File: src/rtl/core/cbor_tsp_pkg.sv
// Shared types and constants of the CBOR token stream parser.
`timescale 1ns / 1ps

package cbor_tsp_pkg;

	localparam logic [4:0] AI_LITERAL_MAX = 5'd23;
	localparam logic [4:0] AI_ARG_LAST    = 5'd27;
	localparam logic [4:0] AI_INDEFINITE  = 5'd31;
	localparam logic [7:0] BREAK_BYTE     = 8'hFF;

	localparam logic [2:0] MAJ_UINT  = 3'd0;
	localparam logic [2:0] MAJ_NINT  = 3'd1;
	localparam logic [2:0] MAJ_BSTR  = 3'd2;
	localparam logic [2:0] MAJ_TSTR  = 3'd3;
	localparam logic [2:0] MAJ_ARRAY = 3'd4;
	localparam logic [2:0] MAJ_MAP   = 3'd5;
	localparam logic [2:0] MAJ_TAG   = 3'd6;

	localparam int Q_DEPTH = 4;
	localparam int Q_PTR_W = $clog2(Q_DEPTH);
	localparam int Q_CNT_W = $clog2(Q_DEPTH + 1);

	typedef enum logic [2:0] {
		TK_INT = 3'd0,
		TK_STR = 3'd1,
		TK_ARR = 3'd2,
		TK_MAP = 3'd3,
		TK_BRK = 3'd4,
		TK_PAY = 3'd5,
		TK_END = 3'd6,
		TK_ERR = 3'd7
	} token_kind_t;

	typedef enum logic [2:0] {
		ERR_NONE        = 3'd0,
		ERR_RESERVED    = 3'd1,
		ERR_INDEF_INT   = 3'd2,
		ERR_TRUNC       = 3'd3,
		ERR_TOO_LARGE   = 3'd4,
		ERR_UNSUPPORTED = 3'd5
	} err_code_t;

	typedef enum logic [1:0] {
		PH_IDLE    = 2'd0,
		PH_ARG     = 2'd1,
		PH_PAYLOAD = 2'd2,
		PH_DISCARD = 2'd3
	} phase_t;

	typedef struct packed {
		token_kind_t kind;
		logic [63:0] value;
		err_code_t   err;
		logic        last;
	} result_t;

	typedef struct packed {
		logic    res0_v;
		result_t res0;
		logic    res1_v;
		result_t res1;
	} decode_out_t;

	typedef struct packed {
		result_t res;
		phase_t  ph;
		logic    load_pay;
	} head_t;

endpackage

File: src/rtl/core/cbor_tsp_decode.sv
// Per-byte CBOR decoder: parser state registers and the result logic for one byte.
`timescale 1ns / 1ps

module cbor_tsp_decode (
	input  logic                      clk,
	input  logic                      arst_n,
	input  logic                      fire,
	input  logic [7:0]                byte_in,
	input  logic                      last_in,
	output cbor_tsp_pkg::decode_out_t dout
);
	import cbor_tsp_pkg::*;

	phase_t      phase_q;
	logic [2:0]  pend_major_q;
	logic [3:0]  arg_left_q;
	logic [63:0] arg_acc_q;
	logic [62:0] pay_left_q;

	phase_t      phase_d;
	logic [2:0]  pend_major_d;
	logic [3:0]  arg_left_d;
	logic [63:0] arg_acc_d;
	logic [62:0] pay_left_d;

	function automatic result_t mk_res(token_kind_t kind, logic [63:0] value, err_code_t err);
		result_t r;
		r.kind  = kind;
		r.value = value;
		r.err   = err;
		r.last  = 1'b0;
		return r;
	endfunction

	function automatic head_t finish_head(logic [2:0] major, logic [63:0] arg, logic last);
		head_t h;
		h.ph       = PH_IDLE;
		h.load_pay = 1'b0;
		h.res      = mk_res(TK_INT, arg, ERR_NONE);
		if (major > MAJ_MAP) begin
			h.res = mk_res(TK_ERR, '1, ERR_UNSUPPORTED);
			h.ph  = PH_DISCARD;
		end else if (arg[63]) begin
			h.res = mk_res(TK_ERR, '1, ERR_TOO_LARGE);
			h.ph  = PH_DISCARD;
		end else begin
			unique case (major)
				MAJ_UINT: h.res = mk_res(TK_INT, arg, ERR_NONE);
				MAJ_NINT: h.res = mk_res(TK_INT, ~arg, ERR_NONE);
				MAJ_BSTR, MAJ_TSTR: begin
					if (arg == 64'd0) begin
						h.res = mk_res(TK_STR, 64'd0, ERR_NONE);
					end else if (last) begin
						h.res = mk_res(TK_ERR, '1, ERR_TRUNC);
						h.ph  = PH_DISCARD;
					end else begin
						h.res      = mk_res(TK_STR, arg, ERR_NONE);
						h.ph       = PH_PAYLOAD;
						h.load_pay = 1'b1;
					end
				end
				MAJ_ARRAY: h.res = mk_res(TK_ARR, arg, ERR_NONE);
				default:   h.res = mk_res(TK_MAP, arg, ERR_NONE);
			endcase
		end
		return h;
	endfunction

	always_comb begin
		head_t       h;
		logic [2:0]  major;
		logic [4:0]  ai;
		logic [63:0] acc_new;
		logic [3:0]  left_new;
		logic        use_head;

		major    = byte_in[7:5];
		ai       = byte_in[4:0];
		acc_new  = {arg_acc_q[55:0], byte_in};
		left_new = arg_left_q - 4'd1;
		use_head = 1'b0;
		h        = finish_head(major, {59'd0, ai}, last_in);

		phase_d      = phase_q;
		pend_major_d = pend_major_q;
		arg_left_d   = arg_left_q;
		arg_acc_d    = arg_acc_q;
		pay_left_d   = pay_left_q;

		dout.res0_v = 1'b0;
		dout.res0   = mk_res(TK_ERR, '1, ERR_NONE);

		unique case (phase_q)
			PH_IDLE: begin
				if (major >= MAJ_TAG) begin
					dout.res0_v = 1'b1;
					if (byte_in == BREAK_BYTE) begin
						dout.res0 = mk_res(TK_BRK, '1, ERR_NONE);
					end else begin
						dout.res0 = mk_res(TK_ERR, '1, ERR_UNSUPPORTED);
						phase_d   = PH_DISCARD;
					end
				end else if (ai <= AI_LITERAL_MAX) begin
					use_head = 1'b1;
				end else if (ai <= AI_ARG_LAST) begin
					if (last_in) begin
						dout.res0_v = 1'b1;
						dout.res0   = mk_res(TK_ERR, '1, ERR_TRUNC);
						phase_d     = PH_DISCARD;
					end else begin
						phase_d      = PH_ARG;
						pend_major_d = major;
						arg_left_d   = 4'd1 << ai[1:0];
						arg_acc_d    = 64'd0;
					end
				end else if (ai == AI_INDEFINITE) begin
					dout.res0_v = 1'b1;
					if (major <= MAJ_NINT) begin
						dout.res0 = mk_res(TK_ERR, '1, ERR_INDEF_INT);
						phase_d   = PH_DISCARD;
					end else if (major <= MAJ_TSTR) begin
						dout.res0 = mk_res(TK_STR, '1, ERR_NONE);
					end else if (major == MAJ_ARRAY) begin
						dout.res0 = mk_res(TK_ARR, '1, ERR_NONE);
					end else begin
						dout.res0 = mk_res(TK_MAP, '1, ERR_NONE);
					end
				end else begin
					dout.res0_v = 1'b1;
					dout.res0   = mk_res(TK_ERR, '1, ERR_RESERVED);
					phase_d     = PH_DISCARD;
				end
			end
			PH_ARG: begin
				arg_acc_d  = acc_new;
				arg_left_d = left_new;
				if (left_new == 4'd0) begin
					h        = finish_head(pend_major_q, acc_new, last_in);
					use_head = 1'b1;
				end else if (last_in) begin
					dout.res0_v = 1'b1;
					dout.res0   = mk_res(TK_ERR, '1, ERR_TRUNC);
					phase_d     = PH_DISCARD;
				end
			end
			PH_PAYLOAD: begin
				dout.res0_v = 1'b1;
				if (last_in && (pay_left_q > 63'd1)) begin
					dout.res0 = mk_res(TK_ERR, '1, ERR_TRUNC);
					phase_d   = PH_DISCARD;
				end else begin
					dout.res0  = mk_res(TK_PAY, {56'd0, byte_in}, ERR_NONE);
					pay_left_d = pay_left_q - 63'd1;
					if (pay_left_q == 63'd1) begin
						phase_d = PH_IDLE;
					end
				end
			end
			default: begin
			end
		endcase

		if (use_head) begin
			dout.res0_v = 1'b1;
			dout.res0   = h.res;
			phase_d     = h.ph;
			if (h.load_pay) begin
				pay_left_d = h.res.value[62:0];
			end
		end

		dout.res0.last = ~last_in;
		dout.res1_v    = last_in;
		dout.res1      = mk_res(TK_END, '1, ERR_NONE);
		dout.res1.last = 1'b1;

		if (last_in) begin
			phase_d      = PH_IDLE;
			pend_major_d = 3'd0;
			arg_left_d   = 4'd0;
			arg_acc_d    = 64'd0;
			pay_left_d   = 63'd0;
		end
	end

	always_ff @(posedge clk or negedge arst_n) begin
		if (!arst_n) begin
			phase_q      <= PH_IDLE;
			pend_major_q <= 3'd0;
			arg_left_q   <= 4'd0;
			arg_acc_q    <= 64'd0;
			pay_left_q   <= 63'd0;
		end else if (fire) begin
			phase_q      <= phase_d;
			pend_major_q <= pend_major_d;
			arg_left_q   <= arg_left_d;
			arg_acc_q    <= arg_acc_d;
			pay_left_q   <= pay_left_d;
		end
	end

endmodule

File: src/rtl/core/cbor_tsp_outq.sv
// Result queue that takes up to two results per byte and hands out one per transfer.
`timescale 1ns / 1ps

module cbor_tsp_outq (
	input  logic                      clk,
	input  logic                      arst_n,
	input  logic                      push,
	input  cbor_tsp_pkg::decode_out_t din,
	output logic                      room,
	output logic                      out_valid,
	input  logic                      out_stall,
	output cbor_tsp_pkg::result_t     head
);
	import cbor_tsp_pkg::*;

	result_t              entry_q [Q_DEPTH];
	logic [Q_PTR_W-1:0]   wr_ptr_q;
	logic [Q_PTR_W-1:0]   rd_ptr_q;
	logic [Q_CNT_W-1:0]   count_q;
	logic [Q_CNT_W-1:0]   push_n;
	logic                 pop;

	assign push_n    = push ? (Q_CNT_W'(din.res0_v) + Q_CNT_W'(din.res1_v)) : '0;
	assign out_valid = (count_q != '0);
	assign pop       = out_valid && !out_stall;
	assign room      = (count_q <= Q_CNT_W'(Q_DEPTH - 2));
	assign head      = entry_q[rd_ptr_q];

	always_ff @(posedge clk) begin
		if (push) begin
			if (din.res0_v) begin
				entry_q[wr_ptr_q] <= din.res0;
			end
			if (din.res1_v) begin
				entry_q[wr_ptr_q + Q_PTR_W'(din.res0_v)] <= din.res1;
			end
		end
	end

	always_ff @(posedge clk or negedge arst_n) begin
		if (!arst_n) begin
			wr_ptr_q <= '0;
			rd_ptr_q <= '0;
			count_q  <= '0;
		end else begin
			wr_ptr_q <= wr_ptr_q + push_n[Q_PTR_W-1:0];
			if (pop) begin
				rd_ptr_q <= rd_ptr_q + Q_PTR_W'(1);
			end
			count_q <= count_q + push_n - Q_CNT_W'(pop);
		end
	end

endmodule

File: src/rtl/core/cbor_token_stream_parser.sv
// Top level of the CBOR token stream parser: input register, decoder and result queue.
// The parser takes an encoded CBOR buffer one byte per transfer on the data channel
// (data_byte, last_byte flags the final byte) and returns tokens on the token channel
// (token_kind, token_value, error_code, last_of_run). Each byte yields zero, one or
// two tokens; last_of_run marks the final token caused by a byte, and the last byte
// of a buffer is always followed by an end-of-data token.
// An accepted byte is held in the input register, decoded by combinational logic
// and written into the result queue, whose head drives the token channel.
// Throughput: one byte per cycle while the result queue has room. A byte is decoded
// once the four-entry result queue has space for two tokens; only bytes that make
// two tokens (final bytes) need a second transfer on the output channel.
// When the token receiver stalls, the queue fills and data_stall rises; no token
// is lost or reordered. Asynchronous reset returns the parser to the idle state
// awaiting an item head and empties the input register and the queue.
`timescale 1ns / 1ps

module cbor_token_stream_parser (
	input  logic               clk,
	input  logic               arst_n,
	input  logic               data_valid,
	output logic               data_stall,
	input  logic [7:0]         data_byte,
	input  logic               last_byte,
	output logic               token_valid,
	input  logic               token_stall,
	output logic [2:0]         token_kind,
	output logic signed [63:0] token_value,
	output logic [2:0]         error_code,
	output logic               last_of_run
);
	import cbor_tsp_pkg::*;

	logic        valid_s1;
	logic [7:0]  byte_s1;
	logic        last_s1;
	logic        room;
	logic        fire;
	decode_out_t dec;
	result_t     head;

	assign fire       = valid_s1 && room;
	assign data_stall = valid_s1 && !room;

	always_ff @(posedge clk or negedge arst_n) begin
		if (!arst_n) begin
			valid_s1 <= 1'b0;
		end else if (!data_stall) begin
			valid_s1 <= data_valid;
		end
	end

	always_ff @(posedge clk) begin
		if (data_valid && !data_stall) begin
			byte_s1 <= data_byte;
			last_s1 <= last_byte;
		end
	end

	cbor_tsp_decode u_decode (
		.clk     (clk),
		.arst_n  (arst_n),
		.fire    (fire),
		.byte_in (byte_s1),
		.last_in (last_s1),
		.dout    (dec)
	);

	cbor_tsp_outq u_outq (
		.clk       (clk),
		.arst_n    (arst_n),
		.push      (fire),
		.din       (dec),
		.room      (room),
		.out_valid (token_valid),
		.out_stall (token_stall),
		.head      (head)
	);

	assign token_kind  = head.kind;
	assign token_value = $signed(head.value);
	assign error_code  = head.err;
	assign last_of_run = head.last;

endmodule

File: config.mk
export PLATFORM = sky130hd
export DESIGN_NAME = cbor_token_stream_parser
export DESIGN_NICKNAME = d
export VERILOG_FILES = /design/src/rtl/core/cbor_tsp_pkg.sv /design/src/rtl/core/cbor_tsp_decode.sv /design/src/rtl/core/cbor_tsp_outq.sv /design/src/rtl/core/cbor_token_stream_parser.sv
export SDC_FILE = /design/constraint.sdc
export NUM_CORES = 1
export LEC_CHECK = 0
export ABC_AREA = 0
export BUFFER_PORTS_ARGS = -buffer_cell sky130_fd_sc_hd__buf_2
export CAP_MARGIN = 20
export CORE_MARGIN = 2
export CORE_UTILIZATION = 56
export DETAILED_ROUTE_END_ITERATION = 10
export PLACE_DENSITY = 0.83
export SLEW_MARGIN = 15
export SYNTH_ARGS = -nofsm -noshare
export SYNTH_HDL_FRONTEND = slang
export SYNTH_SLANG_ARGS = --single-unit
File: constraint.sdc
create_clock -name clk -period 3.4 [get_ports clk]
set_input_delay 0 -clock clk [delete_from_list [all_inputs] [get_ports clk]]
set_output_delay 0 -clock clk [all_outputs]
set_load 0.03 [all_outputs]
==> flow_summary.yaml <==
global_routing:
  antenna_found_initial: 0
  grt_pass1_wl_um: 101200
  grt.overflow.total: 0
  grt_start_max_net_pins: 103
  grt_use_total_pct: 33.77
  grt_pass1_vias: 18217
detailed_routing:
  via_count: 18427
  routedWlPerCell_um: 24.17
  antenna_left: 0
  firstDrtPassIters: 6
  drt-initial-drc-count: 2148
  routed_wl_um: 64520
  avgViaCountPerCell: 6.904
  drc: 0
critical_path:
  crit_buf_inv: 1
  critPathRequiredTime_ps: 3860
  crit_family: "simple AND/OR/NAND/NOR gates"
  path_class: "reg -> reg"
  cp_max_fo: 37
  crit_path_frequent_cell: "or4_4"
  slowest_stage: "or4_4"
  critPathMaxStageDelay_ps: 560
  critPathLaunchType: "flip-flop"
  crit_chain: "or4_4 -> or2_1 -> or4_4 -> o21a_1 -> a31o_4 -> or3_2 -> buf_12 -> o22a_1"
  arrival_ps: 3830
  cp-end-kind: "flip-flop"
synthesis:
  synth_ff_type: "dfxtp_1"
  synthCells: 2041
  synth_area_per_cell_sq_um: 9.856
  synthesis.area_sq_mm: 0.02012
  yosysTopAreaCell: "dfxtp_1"
  yosysSeqAreaShare_pct: 46.52
  yosysWarnings: 0
  ys_ff_latch: 429
  yosysTopAreaCellShare_pct: 28.26
  ys_top_cells_by_count: "284 x dfxtp_1, 218 x o22a_1, 216 x nand2_1, 159 x nor2_1, 136 x dfrtp_1"
  syn_nets: 2069
  ys_top_cells_by_area: "dfxtp_1 28%, dfrtp_1 17%, o22a_1 9.5%, mux4_2 7.9%, nand2_1 4.0%"
  ys_async_sr_fraction_pct: 31.70
  synth_edf_count: 9
  synth.most_common_cell: "dfxtp_1"
  synth.distinct_cells: 76
final_layout:
  nNetsFinal: 2203
  multi_input_area_sq_mm: 0.01012
  layout.area.seq_sq_mm: 0.009366
  fillers: 2680
  antenna_cells: 0
  area_growth_pct: 17.17
  drive_gt1_share_pct: 19.52
pwr:
  p_leak_nw: 9.644
  p_per_area_mw_per_mm2: 1108
  finalPower_mw: 26.12
  ir_drop_mv: 0.9398
placed_design:
  dp_slack_ps: -87.11
  dp.final_hpwl_um: 43690
  gp_congestion: 1.044
  portBuffers: 85
clock_network:
  numCtsBuffers: 43
  cts.sinks: 429
  clkTransAtPathRegs_ps: 60
  clockBufferDepth: 3
  cts_htree_levels: 2
  tritoncts: "built"
  clk_latency_ps: 580
  cts_root_buf: "clkbuf_16"
die:
  io_pins: 86
  start_util_pct: 56.69
  die_y_um: 193.5
  std_cell_rows: 69
  die_area_sq_mm: 0.03746
  core_sq_mm: 0.03548
  dieWidth_um: 193.5
sta:
  fin_worst_skew_ps: 22.49
  max_freq_ghz: 0.2968
  setup_viol: 0
  fin_crit_ps: 3370
  slew_headroom_pct: 34.05
  hold_violations: 0
  fin_crit_sh_pct: 99.11
  worst_slew_pin_slew_ps: 989.3
  slew_violations: 0
  finalWorstSetupSlack_ps: 30.22
run:
  cap_violations: 0
run_status:
  outcome: "finished, final reports clean"
worst_hold_path:
  hp-class: "in -> async"
worst paths after layout:
kind	from	end	slack, ps	depth (start not counted)
max	u_decode.pay_left_q[32]	u_outq.entry_q[0][20]	30	8
min	arst_n	u_outq.rd_ptr_q[1]	100	2
max reg2reg	u_decode.pay_left_q[32]	u_outq.entry_q[0][20]	30	8
min reg2reg	u_outq.entry_q[1][68]	u_outq.entry_q[1][68]	450	2
max in group asynchronous	arst_n	u_decode.arg_acc_q[10]	2390	3
min in group clk	data_byte[5]	byte_s1[5]	130	2
cell families (layout without fill, tap and decap cells):
kind of cell,Yosys count,after routing,share of synthesized area (%)
xor gates and xnor gates,12,12,0.5224
muxes,128,128,10.78
DFF,429,429,46.52
adders and majority gates,15,15,0.9703
buffers and inverters,191,358,3.956
AOI/OAI and AO/OA,582,582,21.16
and+or+nand+nor,684,684,16.08
cells in the final DEF (no fill, tap or decap), drive strengths merged, types with 9 or more instances in the layout:
cell,netlist,final
ha,14,14
dlygate4sd3,0,12
nor2,159,159
nand3,92,92
a21o,12,12
nand4,26,26
inv,28,29
or3,17,17
o311ai,13,13
dfxtp,284,284
a211oi,9,9
buf,50,240
nand2,216,216
clkbuf,113,64
o211ai,34,34
mux2i,57,57
or4,15,15
dfrtp,136,136
mux4,71,71
o22a,218,218
or2,9,9
nor4,36,36
o221ai,12,12
and3,14,14
o21ai,89,89
nor3,52,52
and2,19,19
a21oi,105,105
a31oi,14,14
clkinv,0,11
edfxtp,9,9
routing by layer:
layer / track usage [%] / share of wire [%]
met1: 42.89 / 38
met2: 54.75 / 47
met3: 6.381 / 9.4
met4: 18.35 / 5.5
met5: 0 / 0
state kept, by name (all words and copies together), names as in the netlist, 2 cells and up:
signal	flops
u_outq.entry_q	284
u_outq.count_q	3
u_decode.arg_acc_q	56
u_decode.pay_left_q	63
u_outq.wr_ptr_q	2
u_outq.rd_ptr_q	2
u_decode.pend_major_q	3
u_decode.arg_left_q	4
byte_s1	8
u_decode.phase_q	2
timing repair:
item                                   in CTS  in global routing
pin swaps                                   0                  1
setup endpoints to repair                  24                253
hold buffers                               12                  0
endpoints found under the hold margin     121                  0
gates resized for setup                     6                 19
buffers inserted                            0                  2
gates cloned                                0                  0
cell type report:
class	instances	share of cell area, %
inverter	28	0.4459
tap	461	2.447
timing repair buffer	252	8.302
clock buffer	64	5.457
sequential	429	39.74
multi-input combinational	1421	42.94
clock inverter	14	0.6689
worst register-to-register path, delay by kind of cell, from the launching register on:
family / cells / cell delay (ps)
AND/OR/NAND/NOR: 4 / 1830
AO/OA/AOI/OAI: 3 / 820
flip-flops: 1 / 400
buffers and inverters: 1 / 190
through the flow:
stage | utilization (%) | std cells | cell area [sq um] | hold slack, ps | TNS (ps)
after floorplan | - | 2041 | 20120 | -295.6 | 0
after global placement | 61.65 | 2577 | 21870 | 169.0 | -388.8
after detailed placement | 61.65 | 2577 | 21870 | 170.7 | -563.2
after CTS | 66.14 | 2667 | 23470 | 111.9 | 0
after global routing | 66.43 | 2669 | 23570 | 142.0 | -584.7
final | 66.43 | 2669 | 23570 | 104.9 | 0
power breakdown:
| part | internal, mW | leakage [nW] | switching, mW |
|---|---|---|---|
| registers | 6.91 | 4.28 | 1.40 |
| clock network | 2.79 | 0.714 | 2.06 |
| logic | 5.27 | 4.65 | 7.70 |
| total | 15.0 | 9.64 | 11.2 |
Note: power is estimated with default switching activity, not from simulation.
